$ cat config.mk
export PLATFORM = sky130hd
export DESIGN_NAME = rgbbmp_div
export DESIGN_NICKNAME = d
export VERILOG_FILES = /design/src/rgbbmp_pkg.sv /design/src/rgbbmp_div.sv
export SDC_FILE = /design/constraint.sdc
export NUM_CORES = 1
export LEC_CHECK = 0
export ABC_AREA = 1
export BUFFER_PORTS_ARGS = -buffer_cell sky130_fd_sc_hd__buf_2
export CAP_MARGIN = 5
export CORE_MARGIN = 2
export CORE_UTILIZATION = 39
export CTS_CLUSTER_SIZE = 16
export DETAILED_ROUTE_END_ITERATION = 7
export GPL_TIMING_DRIVEN = 0
export PLACE_DENSITY = 0.6
export SKIP_CTS_REPAIR_TIMING = 1
export SLEW_MARGIN = 20
export SYNTH_ARGS = -nofsm -noshare
export SYNTH_HDL_FRONTEND = slang
export SYNTH_SLANG_ARGS = --single-unit
$ cat constraint.sdc
create_clock -name clk_i -period 2.9 [get_ports clk_i]
set_clock_uncertainty 0.2 [all_clocks]
set_input_delay 0.29 -clock clk_i [delete_from_list [all_inputs] [get_ports clk_i]]
set_output_delay 0.29 -clock clk_i [all_outputs]
set_load 0.005 [all_outputs]
$ cat src/rgbbmp_pkg.sv
// Shared types, constants and helper functions for the RGB565 to BMP24 stream core.
// No dependencies; every other file imports this package.
`timescale 1ns / 1ps

package rgbbmp_pkg;

  localparam int unsigned DefMaxDim   = 512;
  localparam int unsigned DefFbPixels = 131072;

  localparam int unsigned DimW = 10;  // size register width
  localparam int unsigned StrW = 12;  // row stride in bytes, up to 3 * 1023 rounded up
  localparam int unsigned PosW = 22;  // file size and positions
  localparam int unsigned QW   = 10;  // row number, one quotient bit per divider stage
  localparam int unsigned CrdW = 13;  // signed framebuffer coordinates
  localparam int unsigned AdrW = 25;  // pixel address before the range check

  localparam logic [PosW-1:0] HdrBytes = PosW'(54);

  typedef enum logic [2:0] {
    REG_SCREEN_W = 3'd0,
    REG_SCREEN_H = 3'd1,
    REG_NATIVE_W = 3'd2,
    REG_NATIVE_H = 3'd3,
    REG_ROTATION = 3'd4
  } reg_idx_e;

  typedef enum logic [1:0] {
    ROT_0   = 2'd0,
    ROT_90  = 2'd1,
    ROT_180 = 2'd2,
    ROT_270 = 2'd3
  } rot_e;

  // Item state that travels down the whole pipeline.
  typedef struct packed {
    logic            vld;
    logic            wr;
    logic            beyond;
    logic            hdr;
    logic [7:0]      hbyte;
    logic [16:0]     pidx;
    logic [15:0]     pval;
    logic [PosW-1:0] rem;
    logic [QW-1:0]   row;
  } pl_t;

  function automatic logic [7:0] le_byte(input logic [PosW-1:0] v, input logic [1:0] sel);
    logic [31:0] w;
    begin
      w = 32'(v);
      le_byte = w[8*sel +: 8];
    end
  endfunction

  function automatic logic [7:0] header_byte(input logic [5:0] pos,
                                             input logic [PosW-1:0] fsize,
                                             input logic [DimW-1:0] w,
                                             input logic [DimW-1:0] h,
                                             input logic [PosW-1:0] isize);
    logic [7:0] b;
    logic [1:0] sel;
    begin
      b   = 8'd0;
      sel = pos[1:0] - 2'd2;
      if (pos == 6'd0) b = 8'h42;
      else if (pos == 6'd1) b = 8'h4D;
      else if (pos >= 6'd2 && pos < 6'd6) b = le_byte(fsize, sel);
      else if (pos == 6'd10) b = 8'd54;
      else if (pos == 6'd14) b = 8'd40;
      else if (pos >= 6'd18 && pos < 6'd22) b = le_byte(PosW'(w), sel);
      else if (pos >= 6'd22 && pos < 6'd26) b = le_byte(PosW'(h), sel);
      else if (pos == 6'd26) b = 8'd1;
      else if (pos == 6'd28) b = 8'd24;
      else if (pos >= 6'd34 && pos < 6'd38) b = le_byte(isize, sel);
      header_byte = b;
    end
  endfunction

  // x * 255 / 31 = 8x + 7x / 31; the small quotient uses a reciprocal that is exact here.
  function automatic logic [7:0] expand5(input logic [4:0] x);
    logic [7:0]  t;
    logic [16:0] p;
    begin
      t = 8'(x) * 8'd7;
      p = 17'(t) * 17'd265;
      expand5 = {x, 3'b000} + 8'(p[16:13]);
    end
  endfunction

  // x * 255 / 63 = 4x + x / 21.
  function automatic logic [7:0] expand6(input logic [5:0] x);
    logic [1:0] q;
    begin
      if (x >= 6'd63) q = 2'd3;
      else if (x >= 6'd42) q = 2'd2;
      else if (x >= 6'd21) q = 2'd1;
      else q = 2'd0;
      expand6 = {x, 2'b00} + 8'(q);
    end
  endfunction

endpackage

$ cat src/rgbbmp_div.sv
// Pipelined restoring divider: pixel position by row stride, one quotient bit per stage.
// Depends on rgbbmp_pkg for the pipeline item type.
`timescale 1ns / 1ps

module rgbbmp_div (
  input  logic                        clk_i,
  input  logic                        rst_ni,
  input  logic                        en_i,
  input  logic [rgbbmp_pkg::StrW-1:0] stride_i,
  input  rgbbmp_pkg::pl_t             in_i,
  output rgbbmp_pkg::pl_t             out_o
);
  import rgbbmp_pkg::*;

  pl_t st_q [QW];
  pl_t st_d [QW];

  for (genvar i = 0; i < QW; i++) begin : g_stage
    localparam int unsigned K = QW - 1 - i;
    logic [PosW:0] dvs;
    pl_t           prev;

    if (i == 0) begin : g_first
      assign prev = in_i;
    end else begin : g_next
      assign prev = st_q[i-1];
    end

    assign dvs = (PosW + 1)'(stride_i) << K;

    always_comb begin
      st_d[i] = prev;
      if ((PosW + 1)'(prev.rem) >= dvs) begin
        st_d[i].rem    = prev.rem - PosW'(dvs);
        st_d[i].row[K] = 1'b1;
      end else begin
        st_d[i].row[K] = 1'b0;
      end
    end

    always_ff @(posedge clk_i or negedge rst_ni) begin
      if (!rst_ni) begin
        st_q[i] <= '0;
      end else if (en_i) begin
        st_q[i] <= st_d[i];
      end
    end
  end

  assign out_o = st_q[QW-1];

  // An image byte leaves the divider with its remainder inside one row.
  property p_rem_in_row;
    @(posedge clk_i) disable iff (!rst_ni)
      (out_o.vld && !out_o.wr && !out_o.hdr && !out_o.beyond && stride_i != '0
       && $stable(stride_i))
      |-> (out_o.rem < PosW'(stride_i));
  endproperty
  a_rem_in_row: assert property (p_rem_in_row) else $error("divider remainder not below stride");

endmodule

# --- Yosys cells after proc, flatten, opt, wreduce, memory -nomap -nowiden ---
# Index checks and enable logic that the tools add are counted.
# W data, S select, Z words.
totals:
  in_bits: 92
  word_cells: 130
  reg_bits: 770
op_classes:
  add_sub_neg: 10
  n_lt_le_gt_ge: 10
  muxes: 20
op_table:
  columns: ["operator", "n"]
  rows:
  - ["$mux W22", 10]
  - ["$ge A22 B12 Y1", 1]
  - ["$ge A22 B13 Y1", 1]
  - ["$ge A22 B14 Y1", 1]
  - ["$ge A22 B15 Y1", 1]
  - ["$ge A22 B16 Y1", 1]
  - ["$ge A22 B17 Y1", 1]
  - ["$ge A22 B18 Y1", 1]
  - ["$ge A22 B19 Y1", 1]
  - ["$ge A22 B20 Y1", 1]
  - ["$ge A22 B21 Y1", 1]
  - ["$sub A22 B12 Y22", 1]
  - ["$sub A22 B13 Y22", 1]
  - ["$sub A22 B14 Y22", 1]
  - ["$sub A22 B15 Y22", 1]
  - ["$sub A22 B16 Y22", 1]
  - ["$sub A22 B17 Y22", 1]
  - ["$sub A22 B18 Y22", 1]
  - ["$sub A22 B19 Y22", 1]
  - ["$sub A22 B20 Y22", 1]
  - ["$sub A22 B21 Y22", 1]
  - ["$mux W1", 10]

# --- Longest topological paths before layout ---
logic_depth:
  depth_word: 2
  ltp_mapped: 15
  mapped_depth_nobuf: 14

# --- Worst setup path before layout ---
# No wires, ideal clock.
synth_path:
  kind: "input -> register"
  startpoint: "in stride_i[1] in the netlist's numbering"
  endpoint: "reg st_q, in the netlist g_stage[4].prev[25]"
  path_slack_ns: 0.596
  arrival_ns: 1.987
  path_stages: 13
  path_cell_list: "inv_1 -> fa_1 -> nand2_1 -> nand3_2 -> nand2_1 -> nand2_1 -> nand2_2 -> nand3_1 -> buf_4 -> nand2_1 -> nand2_1 -> nand2_1 -> nand2_1"
synth_between:
  elab_chain_cells: 2
synth_lines:
  columns: ["element", "line", "rtl"]
  rows:
  - ["start: declaration", "rgbbmp_div.sv:9", "input logic [rgbbmp_pkg::StrW-1:0] stride_i,"]
  - ["$sub A22 B18 Y22 or $ge A22 B18 Y1 (tied branches)", "rgbbmp_div.sv:34, rgbbmp_div.sv:33", null]
  - ["$mux W22 *", "rgbbmp_div.sv:33", "if ((PosW + 1)'(prev.rem) >= dvs) begin"]
  - ["end signal: indexed assignment", "rgbbmp_div.sv:45", "st_q[i] <= st_d[i];"]
  - ["end: declaration", "rgbbmp_div.sv:15", "pl_t st_q [QW];"]
# Every way passes the cells marked *; elsewhere a longest branch is shown, timed or not.
# A chain may end at the register's enable or synchronous reset.

# --- Final worst setup path ---
layout_path:
  startpoint: "in stride_i[9] in the netlist's numbering"
  endpoint: "reg st_q, in the netlist out_o[28]"
layout_between:
  elab_chain_cells: 2
layout_lines:
  columns: ["element", "line"]
  rows:
  - ["$sub A22 B12 Y22 or $ge A22 B12 Y1 (tied branches)", "rgbbmp_div.sv:34, rgbbmp_div.sv:33"]
  - ["$mux W22 *", "rgbbmp_div.sv:33"]
# Marks and branches as above.

==> metrics <==
number of buffers created by CTS a little over 80; clk_lat worst skew roughly 0.66 ns; post-route cell area about 44000 um^2; Syn Nets 5386; filler cell count slightly below 10000; Post-route DRC 0; Total GRT Usage a little under a quarter; top post-synthesis cells by area dfrtp_1 (48%), nand2_1 (24%), nand3_1 (4.8%); nature of the critical path endpoint flip-flop; Seq/Total Area, Yosys 47.6%; failing checks negative hold slack; mapped cell area around 38000 um^2; Net Sw Frac 39.2%; vias in the first global route between 30000 and 40000; DP HPWL between 80000 and 90000 um; Core Rows roughly 110; Routed Antenna Nets 0; post-synthesis async set-or-reset flop share 100%; CTS H-tree depth 3; share of cells above drive strength 1 roughly 7.4%; Cell Area, Placed between 40000 and 50000 um^2; met3 Resource Use GR 3.70%; Die H 317 um; Synth top area share between 40% and 50%; Mapped Cells around 5200; distinct cell type count after synthesis 42; Yosys top cell by area dfrtp_1; global route overflow 0; global-route wire length before repair 185000 um; root buf cell clkbuf_16; HP Class input pin to async pin; Core Area roughly 97000 um^2; largest net degree at the start of global routing 100; clock-pin slew on the worst setup and hold paths about 0.06 ns; final wirelength around 120000 um; WHS -0.0280 ns; GP Congestion 0.938; Core Util, Final between 40% and 50%; leakage about 0.024 uW; per-cell routed wire length around 17 um; layout net count roughly 5700; Critical Path Start Type input pin; Logic pwr share between 30% and 40%; Final TNS setup 0 ns; Slew @ Worst Pin 1.19 ns; Vias about 33000; final hold vios 7; Max-Cap Viols 0; grt met1 use roughly a third; Post-synth top flop dfrtp_1; Max VDD drop around 0.43 mV; clock network power share 28.2%; Crit Path Max Fanout 10; Pwr per Cell Area 899 nW/um^2; CTS tree yes; Pre-Repair DR Iteration Count 5; Bufs on Longest Clock Path 3; EDFF count, synth 0; Syn Area/Cell about 7.4 um^2; GR Layer Usage met2 ~37%; Final Slew Violations 0; crit path time final between 2 and 3 ns; Highest Clock Rate between 300 and 400 MHz; count leader, synth nand2_1; post-route worst setup slack 0.134 ns; Slew HR 20.3%; DRT iter0 DRCs 2556; die width about 320 um; initial antenna violation count 6; synthesis-stage register bit count approximately 730; PortBufs 158; initial core utilization about two fifths; # IOs between 150 and 200; Ys Warns 0; die area 100000 um^2; drt via density between 4 and 5; Layout area overhead 16.6%; Reg power frac 35.7%; setup violators final 0; unrepaired setup endpoints after global routing false; Internal between 20000 and 25000 uW; Sink Count roughly 730; Synth top cells by count nand2_1 (2463), dfrtp_1 (725), inv_1 (444), nand3_1 (366), nor2_1 (257); grt peak-use layer met2; Req. time, crit path about 3.3 ns; WP data arrival ~3.1 ns; Critical Setup Path Class input pin to flip-flop; switching power 15600 uW; fin crit share a little over nine tenths; status finished, violations left; dpl ws -0.679 ns
[final cells by class]
| type | instances | area, um^2 | area share, % |
|---|---|---|---|
| diodes | 4 | 10.0 | 0.0225 |
| plain buffers | 192 | 867 | 1.95 |
| clock buffers | 122 | 2410 | 5.43 |
| clock inverters | 32 | 571 | 1.28 |
| inverters | 450 | 1690 | 3.80 |
| multi-input cells | 3797 | 17400 | 39.2 |
| flip-flops and latches | 725 | 18100 | 40.8 |
| well taps | 1276 | 1600 | 3.59 |
| repair buffers | 235 | 1710 | 3.85 |
[logic make-up (layout without fill, tap and decap cells)]
group           count (synthesis)  count (layout)  synth area share, %
fa+ha+maj                     130             130                 4.47
buf+inv                       642            1031                 6.71
simple gates                 3294            3294                 35.4
xor+xnor                       71              71                 1.63
other cells                     0               4                    0
flops                         725             725                 47.6
compound gates                302             302                 4.23
[state kept, by name, indices dropped and copies added (netlist names)]
register / cells
out_o: 77
g_stage.prev: 648
[power groups by stage]
| stage | Combinational [uW] | Clock [uW] | Sequential [uW] |
|---|---|---|---|
| after global routing | 16600 | 12000 | 14500 |
| final | 14400 | 11300 | 14200 |
| after CTS | 14300 | 11500 | 14200 |
| after detailed placement | 14200 | 0 | 14300 |
| after floorplan | 10500 | 0 | 13600 |
| after global placement | 14000 | 0 | 14300 |
[worst max-delay path, cell delays in order]
cell	delay (ns)
buf_2	0.09
inv_1	0.77
ha_1	0.44
nand2_1	0.16
inv_1	0.05
a21oi_1	0.26
nor2_1	0.07
nor2_1	0.13
nand2_1	0.13
inv_2	0.12
nand2_2	0.10
buf_4	0.22
nand3_1	0.17
nand2_1	0.08
[cell usage in the layout, fill, tap and decap left out, types with 12 or more instances in the layout]
cell and count:
nand2_1 2463, dfrtp_1 725, inv_1 443, nand3_1 365, nor2_1 256, buf_2 189
o21ai_0 189, clkbuf_1 153, ha_1 119, nand4_1 84, clkbuf_16 84, dlygate4sd3_1 69
a21oi_1 64, nand3b_1 53, xnor2_1 44, xor2_1 27, nor3_1 24, o21ai_1 21
clkbuf_8 17, clkinv_2 12
[metal layers]
metal  part of all wire (%)  up-vias
met4                    1.9        0
li1                       -    16800
met1                     49    15700
met3                    5.4      134
met5                      0        -
met2                     44      786
[stage by stage]
stage / power (uW) / cells
final: 39900 / 6833
after global routing: 43000 / 6831
after CTS: 40000 / 6760
after detailed placement: 28500 / 6606
after global placement: 28400 / 6598
after floorplan: 24100 / 5164
[path summary, 6_finish.rpt]
| kind | from | end | slack (ns) | cells past startpoint |
|---|---|---|---|---|
| setup reg to reg | g_stage[9].prev[10] | out_o[28] | 0.15 | 15 |
| hold / removal | rst_ni | g_stage[4].prev[30] | -0.03 | 2 |
| min in group clk_i | en_i | g_stage[7].prev[36] | 0.09 | 4 |
| hold reg to reg | g_stage[8].prev[36] | g_stage[9].prev[36] | 0.26 | 2 |
| setup / recovery | stride_i[9] | out_o[28] | 0.13 | 14 |
| max in group asynchronous | rst_ni | out_o[62] | 0.48 | 6 |
No activity file was read; power rests on OpenSTA's default activity.
